--- config.mk ---
export PLATFORM = sky130hd
export DESIGN_NAME = additive_lagged_fibonacci_rng_top
export DESIGN_NICKNAME = d
export VERILOG_FILES = /design/src/hw/rtl/alfr_pkg.sv /design/src/hw/rtl/alfr_table.sv /design/src/hw/rtl/alfr_mac.sv /design/src/hw/rtl/additive_lagged_fibonacci_rng_top.sv
export SDC_FILE = /design/constraint.sdc
export NUM_CORES = 2
export LEC_CHECK = 0
export BUFFER_PORTS_ARGS = -buffer_cell sky130_fd_sc_hd__buf_2
export CORE_MARGIN = 10
export CORE_UTILIZATION = 45
export CTS_CLUSTER_SIZE = 20
export DETAILED_ROUTE_END_ITERATION = 16
export GPL_TIMING_DRIVEN = 1
export PLACE_DENSITY_LB_ADDON = 0.25
export SKIP_CTS_REPAIR_TIMING = 1
export SYNTH_ARGS = -nofsm -noshare
export SYNTH_HDL_FRONTEND = slang
export SYNTH_SLANG_ARGS = --single-unit
--- constraint.sdc ---
create_clock -name clk -period 11.2 [get_ports clk]
set_clock_uncertainty 0.15 [all_clocks]
set_input_delay 1.12 -clock clk [delete_from_list [all_inputs] [get_ports clk]]
set_output_delay 1.12 -clock clk [all_outputs]
set_load 0.1 [all_outputs]
--- src/hw/rtl/alfr_pkg.sv ---
// Shared types and constants for the additive lagged-Fibonacci generator.
// Used by alfr_table, alfr_mac and the top level; depends on nothing.
`timescale 1ns / 1ps

package alfr_pkg;

    localparam int TABLE_DEPTH = 55;
    localparam int IDX_W       = 6;
    localparam int WORD_W      = 32;
    localparam int CNT_W       = 6;

    typedef logic [IDX_W-1:0]  idx_t;
    typedef logic [WORD_W-1:0] word_t;
    typedef logic [CNT_W-1:0]  cnt_t;

    localparam word_t LCG_MULT       = 32'd8323199;
    localparam word_t LCG_INC        = 32'd1;
    localparam word_t LCG_RESET      = 32'd1;
    localparam idx_t  LONG_LAG_START = 6'd31;
    localparam idx_t  SHORT_LAG_START = 6'd0;
    localparam idx_t  LAST_IDX       = idx_t'(TABLE_DEPTH - 1);
    localparam cnt_t  MIN_PARITY     = 6'd5;

    // Item kinds carried on the input tuser
    typedef enum logic {
        OP_SEED = 1'b0,
        OP_DRAW = 1'b1
    } op_t;

    // Table write port
    typedef struct packed {
        logic  en;
        idx_t  addr;
        word_t data;
    } tbl_wr_t;

    // Step a lag index, wrapping at the end of the table
    function automatic idx_t step_idx(input idx_t i);
        return (i >= LAST_IDX) ? idx_t'(0) : i + idx_t'(1);
    endfunction

endpackage

--- src/hw/rtl/alfr_table.sv ---
// Lag table: 55-word memory, one write port, two registered read ports.
// Per-entry valid bits make never-written entries read as zero. Uses alfr_pkg.
`timescale 1ns / 1ps

module alfr_table
(
    input  logic            clk,
    input  logic            rst_n,
    input  alfr_pkg::tbl_wr_t wr,
    input  alfr_pkg::idx_t  rd_addr_a,
    input  alfr_pkg::idx_t  rd_addr_b,
    output alfr_pkg::word_t rd_data_a,
    output alfr_pkg::word_t rd_data_b
);
    import alfr_pkg::*;

    word_t                  mem [TABLE_DEPTH];
    logic [TABLE_DEPTH-1:0] valid_reg;
    word_t                  rd_a_reg;
    word_t                  rd_b_reg;
    logic                   rd_va_reg;
    logic                   rd_vb_reg;

    // Storage array and read data
    always_ff @(posedge clk)
    begin
        if (wr.en)
        begin
            mem[wr.addr] <= wr.data;
        end
        rd_a_reg <= mem[rd_addr_a];
        rd_b_reg <= mem[rd_addr_b];
    end

    // Valid bits, cleared by reset
    always_ff @(posedge clk or negedge rst_n)
    begin
        if (!rst_n)
        begin
            valid_reg <= '0;
            rd_va_reg <= 1'b0;
            rd_vb_reg <= 1'b0;
        end
        else
        begin
            if (wr.en)
            begin
                valid_reg[wr.addr] <= 1'b1;
            end
            rd_va_reg <= valid_reg[rd_addr_a];
            rd_vb_reg <= valid_reg[rd_addr_b];
        end
    end

    assign rd_data_a = rd_va_reg ? rd_a_reg : '0;
    assign rd_data_b = rd_vb_reg ? rd_b_reg : '0;

endmodule

--- src/hw/rtl/alfr_mac.sv ---
// Shared multiply-add unit: y = a * b + c mod 2^32.
// Serves the congruential step and the lagged sum. Uses alfr_pkg.
`timescale 1ns / 1ps

module alfr_mac
(
    input  alfr_pkg::word_t a,
    input  alfr_pkg::word_t b,
    input  alfr_pkg::word_t c,
    output alfr_pkg::word_t y
);
    import alfr_pkg::*;

    word_t prod;

    // Low word of the product, then the addend
    assign prod = a * b;
    assign y    = prod + c;

endmodule

--- src/hw/rtl/additive_lagged_fibonacci_rng_top.sv ---
// Top level of the additive lagged-Fibonacci generator (lags 55 and 24).
// Sequencer and output register; uses alfr_pkg, alfr_table, alfr_mac.
//
// Usage:
//   Input stream: s_tuser[0] is the kind (0 = seed, 1 = draw), s_tdata
//   carries the 32-bit signed seed (ignored on a draw). A word is taken
//   when s_tvalid and s_tready are high at a rising edge.
//   Output stream: one word per draw on m_tdata, the magnitude of the
//   signed 32-bit lagged sum. A seed gives no output word.
//   Timing: a draw runs read, add/write-back and output load in turn;
//   its word shows on m_tvalid in the same cycle as s_tready comes back,
//   so no new word is taken until the draw is through. The table has a
//   single write port and the multiply-add unit is shared. A seed walks
//   the table one entry per cycle, again from entry 0 while fewer than 5
//   of either parity were written, then idles before taking a new word.
//   Reset: table reads as all zero (draws give 0 until a seed), long-lag
//   index 31, short-lag index 0, congruential state 1.
//   Stall: the output register holds its word until m_tready. A new
//   input word is still taken; a finished draw then waits for the
//   register to free up and s_tready stays low meanwhile.
`timescale 1ns / 1ps

module additive_lagged_fibonacci_rng_top
(
    input  logic        clk,
    input  logic        rst_n,
    input  logic        s_tvalid,
    output logic        s_tready,
    input  logic [31:0] s_tdata,   // [31:0] seed_value
    input  logic [0:0]  s_tuser,   // [0] operation
    output logic        m_tvalid,
    input  logic        m_tready,
    output logic [31:0] m_tdata    // [31:0] value
);
    import alfr_pkg::*;

    typedef enum logic [2:0] {
        S_IDLE,
        S_FILL,
        S_READ,
        S_CALC,
        S_DONE
    } state_t;

    state_t  state_reg, state_next;
    idx_t    long_reg, long_next;
    idx_t    short_reg, short_next;
    idx_t    fill_reg, fill_next;
    word_t   lcg_reg, lcg_next;
    cnt_t    odd_reg, odd_next;
    cnt_t    even_reg, even_next;
    logic    valid_reg, valid_next;
    word_t   sum_reg, sum_next;
    word_t   data_reg, data_next;

    tbl_wr_t tbl_wr;
    word_t   rd_long;
    word_t   rd_short;
    word_t   mac_a;
    word_t   mac_b;
    word_t   mac_c;
    word_t   mac_y;
    cnt_t    odd_sum;
    cnt_t    even_sum;
    word_t   mag;

    alfr_table u_table
    (
        .clk       (clk),
        .rst_n     (rst_n),
        .wr        (tbl_wr),
        .rd_addr_a (long_reg),
        .rd_addr_b (short_reg),
        .rd_data_a (rd_long),
        .rd_data_b (rd_short)
    );

    alfr_mac u_mac
    (
        .a (mac_a),
        .b (mac_b),
        .c (mac_c),
        .y (mac_y)
    );

    // Parity tallies including the word written this cycle
    assign odd_sum  = odd_reg + cnt_t'(mac_y[0]);
    assign even_sum = even_reg + cnt_t'(!mac_y[0]);

    // Magnitude of the signed sum; -2^31 maps to 0x80000000
    assign mag = sum_reg[WORD_W-1] ? (~sum_reg + word_t'(1)) : sum_reg;

    assign s_tready = (state_reg == S_IDLE);
    assign m_tvalid = valid_reg;
    assign m_tdata  = data_reg;

    // Sequencer
    always_comb
    begin
        state_next = state_reg;
        long_next  = long_reg;
        short_next = short_reg;
        fill_next  = fill_reg;
        lcg_next   = lcg_reg;
        odd_next   = odd_reg;
        even_next  = even_reg;
        valid_next = valid_reg;
        sum_next   = sum_reg;
        data_next  = data_reg;
        tbl_wr     = '0;
        mac_a      = rd_long;
        mac_b      = word_t'(1);
        mac_c      = rd_short;

        if (valid_reg && m_tready)
        begin
            valid_next = 1'b0;
        end

        case (state_reg)
            S_IDLE:
            begin
                if (s_tvalid)
                begin
                    if (s_tuser[0] == OP_DRAW)
                    begin
                        state_next = S_READ;
                    end
                    else
                    begin
                        lcg_next   = s_tdata;
                        fill_next  = '0;
                        odd_next   = '0;
                        even_next  = '0;
                        state_next = S_FILL;
                    end
                end
            end
            S_FILL:
            begin
                mac_a       = lcg_reg;
                mac_b       = LCG_MULT;
                mac_c       = LCG_INC;
                tbl_wr.en   = 1'b1;
                tbl_wr.addr = fill_reg;
                tbl_wr.data = mac_y;
                lcg_next    = mac_y;
                if (fill_reg == LAST_IDX)
                begin
                    if ((odd_sum < MIN_PARITY) || (even_sum < MIN_PARITY))
                    begin
                        // too few of one parity: fill again
                        fill_next = '0;
                        odd_next  = '0;
                        even_next = '0;
                    end
                    else
                    begin
                        long_next  = LONG_LAG_START;
                        short_next = SHORT_LAG_START;
                        state_next = S_IDLE;
                    end
                end
                else
                begin
                    fill_next = step_idx(fill_reg);
                    odd_next  = odd_sum;
                    even_next = even_sum;
                end
            end
            S_READ:
            begin
                state_next = S_CALC;
            end
            S_CALC:
            begin
                tbl_wr.en   = 1'b1;
                tbl_wr.addr = short_reg;
                tbl_wr.data = mac_y;
                sum_next    = mac_y;
                long_next   = step_idx(long_reg);
                short_next  = step_idx(short_reg);
                state_next  = S_DONE;
            end
            S_DONE:
            begin
                if (!valid_reg || m_tready)
                begin
                    valid_next = 1'b1;
                    data_next  = mag;
                    state_next = S_IDLE;
                end
            end
            default:
            begin
                state_next = S_IDLE;
            end
        endcase
    end

    // Control state and registered outputs
    always_ff @(posedge clk or negedge rst_n)
    begin
        if (!rst_n)
        begin
            state_reg <= S_IDLE;
            long_reg  <= LONG_LAG_START;
            short_reg <= SHORT_LAG_START;
            fill_reg  <= '0;
            lcg_reg   <= LCG_RESET;
            odd_reg   <= '0;
            even_reg  <= '0;
            valid_reg <= 1'b0;
            sum_reg   <= '0;
            data_reg  <= '0;
        end
        else
        begin
            state_reg <= state_next;
            long_reg  <= long_next;
            short_reg <= short_next;
            fill_reg  <= fill_next;
            lcg_reg   <= lcg_next;
            odd_reg   <= odd_next;
            even_reg  <= even_next;
            valid_reg <= valid_next;
            sum_reg   <= sum_next;
            data_reg  <= data_next;
        end
    end

endmodule

==> report_table.html <==
<table>
<tr><th>Metric</th><th>Value</th></tr>
<tr><th colspan="2">Worst setup path</th></tr>
<tr><td>Data required time of the critical path</td><td>11.71 ns</td></tr>
<tr><td>Max Fanout on Critical Path</td><td>40</td></tr>
<tr><td>Critical path startpoint category</td><td>register</td></tr>
<tr><td>CP Data Arrival Time</td><td>10.26 ns</td></tr>
<tr><td>Setup CP Type</td><td>reg -&gt; reg</td></tr>
<tr><td>Sort of element at the end of the critical path</td><td>register</td></tr>
<tr><th colspan="2">STA</th></tr>
<tr><td>Slew Limit Fails</td><td>0</td></tr>
<tr><td>Final hold viol count</td><td>0</td></tr>
<tr><td>Remaining max-slew budget at the tightest pin</td><td>0.231%</td></tr>
<tr><td>Upper clock frequency limit</td><td>0.103 GHz</td></tr>
<tr><td>Total negative setup slack</td><td>0 ns</td></tr>
<tr><td>Ratio of final minimum period to clock period</td><td>87.0%</td></tr>
<tr><td>Final count of negative-setup-slack endpoints</td><td>0</td></tr>
<tr><td>Transition time at the pin with the least slew margin</td><td>1.49 ns</td></tr>
<tr><td>Unrepaired setup endpoints after global routing</td><td>false</td></tr>
<tr><td>Final critical delay including setup and external delays</td><td>9.75 ns</td></tr>
<tr><td>Hold WS</td><td>0.260 ns</td></tr>
<tr><th colspan="2">Synthesis</th></tr>
<tr><td>Share of the yosys chip area belonging to registers</td><td>57.6%</td></tr>
<tr><td>Number of storage elements in the synthesis netlist</td><td>2011</td></tr>
<tr><td>Post-synth net total</td><td>7303</td></tr>
<tr><td>Number of enable-type register cells in the synthesized netlist</td><td>1760</td></tr>
<tr><td>Count of different cell masters after synthesis</td><td>68</td></tr>
<tr><td>Avg Inst Size Synth</td><td>14.8 sq um</td></tr>
<tr><td>Synth async-reset ratio</td><td>9.30%</td></tr>
<tr><td>Post-Synthesis Cells</td><td>6894</td></tr>
<tr><td>Syn Std Cell Area</td><td>102000 sq um</td></tr>
<tr><td>Ys flop type</td><td>edfxtp_1</td></tr>
<tr><td>Number of warnings issued by yosys</td><td>0</td></tr>
<tr><th colspan="2">Floorplan</th></tr>
<tr><td>Initial cell density of the core</td><td>45.3%</td></tr>
<tr><td>Vertical extent of the die</td><td>497 um</td></tr>
<tr><td>Die ar.</td><td>247000 sq um</td></tr>
<tr><td>Core box area</td><td>225000 sq um</td></tr>
<tr><td>Top-level I/O count</td><td>71</td></tr>
<tr><td>Die extent in x</td><td>497 um</td></tr>
<tr><td>Number of cell rows</td><td>174</td></tr>
<tr><th colspan="2">GRT</th></tr>
<tr><td>Antenna violations before repair</td><td>22</td></tr>
<tr><td>First-pass GRT wire length</td><td>487000 um</td></tr>
<tr><td>Vias in the first global route</td><td>65268</td></tr>
<tr><td>Maximum number of pins on one net before global-route repair</td><td>132</td></tr>
<tr><td>Total global-route track usage</td><td>27.6%</td></tr>
<tr><td>Grt ovf</td><td>0</td></tr>
<tr><th colspan="2">Finish</th></tr>
<tr><td>Number of flip-flops in the largest register</td><td>1760</td></tr>
<tr><td>Layout filler cell count</td><td>18593</td></tr>
<tr><td>Area grow syn2layout</td><td>11.1%</td></tr>
<tr><td>Share of the core filled with cells in the final layout</td><td>50.4%</td></tr>
<tr><td>Most used cells in the layout excluding fill and tap cells</td><td>1760 x edfxtp_1, 590 x mux2i_1, 577 x mux4_2, 521 x o21ai_0, 454 x nand2_1</td></tr>
<tr><td>Post-layout instance area</td><td>113000 sq um</td></tr>
<tr><td>Final #Nets</td><td>7308</td></tr>
<tr><td>Most common library cell in the layout ignoring fill and taps</td><td>edfxtp_1</td></tr>
<tr><td>Fraction of final layout cells sized beyond drive strength 1</td><td>21.0%</td></tr>
<tr><th colspan="2">Clocking</th></tr>
<tr><td>Number of clock sinks</td><td>2011</td></tr>
<tr><td>Clk root buf</td><td>clkbuf_16</td></tr>
<tr><td>Clock tree buffer depth</td><td>3</td></tr>
<tr><td>CTS Buf Count</td><td>208</td></tr>
<tr><td># H-tree levels</td><td>4</td></tr>
<tr><td>Worst-skew pair later-pin latency</td><td>0.91 ns</td></tr>
<tr><td>CTS tree</td><td>built</td></tr>
<tr><td>Clock-pin slew of the registers on the worst-case setup and hold paths</td><td>0.06 ns</td></tr>
<tr><th colspan="2">Place</th></tr>
<tr><td>Post-DP HPWL</td><td>206000 um</td></tr>
<tr><td>Number of I/O port buffers</td><td>70</td></tr>
<tr><td>Placed inst area</td><td>107000 sq um</td></tr>
<tr><td>Routability cong.</td><td>0.958</td></tr>
<tr><th colspan="2">Drt</th></tr>
<tr><td>Average routed wire per standard cell</td><td>34.4 um</td></tr>
<tr><td>Number of nets with antenna violations after detailed routing</td><td>0</td></tr>
<tr><td>Number of design-rule violations left by the first detailed-router iteration</td><td>8662</td></tr>
<tr><td>Drt drc</td><td>0</td></tr>
<tr><td>Wire length reported by the detailed router</td><td>346000 um</td></tr>
<tr><td>Avg Vias per Cell</td><td>6.58</td></tr>
<tr><td>Routed via count</td><td>66319</td></tr>
<tr><td>TritonRoute pass-1 iters</td><td>7</td></tr>
<tr><th colspan="2">Min path</th></tr>
<tr><td>Path type of the worst min-delay path</td><td>in -&gt; async</td></tr>
<tr><th colspan="2">Flow run</th></tr>
<tr><td>Total of max-cap violations</td><td>1</td></tr>
<tr><th colspan="2">Status</th></tr>
<tr><td>Outcome</td><td>finished with violations</td></tr>
<tr><td>Violated checks</td><td>capacitance limit</td></tr>
</table>
==> through the flow <==
step | instances | setup WS [ns]
after detailed placement | 9680 | 1.68
after global placement | 9680 | 1.81
after floorplan | 6894 | 1.30
after global routing | 10068 | 0.998
after CTS | 10060 | 1.62
final | 10075 | 1.45
==> cells in the mapped netlist, types with 11 or more instances <==
library cell | count | share of area [%]
o221ai_1 | 71 | 0.61
o31ai_1 | 13 | 0.096
fa_1 | 206 | 4.0
nand3_1 | 58 | 0.28
or2_2 | 65 | 0.40
nand2_1 | 458 | 1.7
a211oi_1 | 39 | 0.29
nor3_1 | 20 | 0.098
a31oi_1 | 11 | 0.067
edfxtp_1 | 1760 | 52
buf_2 | 35 | 0.17
o211ai_1 | 67 | 0.49
xnor2_1 | 36 | 0.31
o21ai_0 | 525 | 2.6
o21a_1 | 14 | 0.10
clkbuf_1 | 311 | 1.1
dfrtp_1 | 181 | 4.4
a221oi_1 | 96 | 0.82
and3_1 | 29 | 0.18
and2_1 | 28 | 0.17
mux2i_1 | 590 | 5.8
o22ai_1 | 74 | 0.45
a21o_1 | 17 | 0.12
nor2_1 | 163 | 0.60
ha_1 | 166 | 2.0
buf_1 | 111 | 0.41
dfxtp_1 | 64 | 1.3
nor2b_1 | 21 | 0.13
inv_1 | 350 | 1.3
a21oi_1 | 300 | 1.5
mux2_2 | 178 | 2.0
mux4_2 | 577 | 13
xor2_1 | 50 | 0.43
a22oi_1 | 100 | 0.73
nand2b_1 | 15 | 0.092
==> final timing paths <==
path	from	slack, ns	endpoint	depth (start not counted)
worst max-delay path	state_reg[1]$_DFFE_PN0P_	1.45	u_table.mem[45][20]$_DFFE_PP_	23
worst min-delay path	rst_n	0.26	m_tdata[20]$_DFFE_PN0P_	1
min in group clk	m_tdata[13]$_DFFE_PN0P_	0.32	m_tdata[13]$_DFFE_PN0P_	2
max in group asynchronous	rst_n	8.86	short_reg[4]$_DFFE_PN0P_	2
worst min register to register	m_tdata[13]$_DFFE_PN0P_	0.32	m_tdata[13]$_DFFE_PN0P_	2
worst max register to register	state_reg[1]$_DFFE_PN0P_	1.45	u_table.mem[45][20]$_DFFE_PP_	23
==> final cells by class <==
type | instances | area, sq um | area share [%]
flip-flops and latches | 2011 | 58900 | 51.9
clock buffers | 261 | 5510 | 4.85
diodes | 14 | 35.0 | 0.0309
well taps | 2992 | 3740 | 3.30
multi-input cells | 4075 | 41000 | 36.1
repair buffers | 252 | 1900 | 1.67
clock inverters | 119 | 1140 | 1.00
inverters | 351 | 1320 | 1.16
==> critical path, cell delays in order, from the launching register on <==
cell and delay (ns):
dfrtp_1 0.70, nor2_4 0.96, and2_1 0.47, inv_1 0.15, fa_1 0.61, inv_1 0.10, fa_1 0.48, fa_1 0.50
ha_1 0.22, fa_1 0.43, ha_1 0.29, inv_1 0.05, fa_1 0.48, inv_1 0.04, ha_1 0.35, a21oi_1 0.17
o21ai_0 0.16, a2111oi_0 0.62, a21oi_1 0.22, a21boi_0 0.49, o21bai_1 0.24, or2_2 0.43, nor2_4 0.69, buf_4 0.43
==> logic make-up after synthesis <==
logic type / share of synthesized area (%)
multiplexers: 20.5
AND/OR/NAND/NOR: 3.94
adder cells (fa/ha/maj): 6.07
AO/OA/AOI/OAI: 8.22
buffers and inverters: 3.01
XOR/XNOR: 0.737
flip-flops: 57.6
==> per-layer routing <==
metal	share of wire, %	track usage (%)
met3	11	6.67
met5	0.0098	0
met1	38	37.0
met4	6.1	14.4
met2	45	41.9
Power is not shown: default switching activity piles up to over one toggle a cycle in this logic, so the estimate is an artifact.
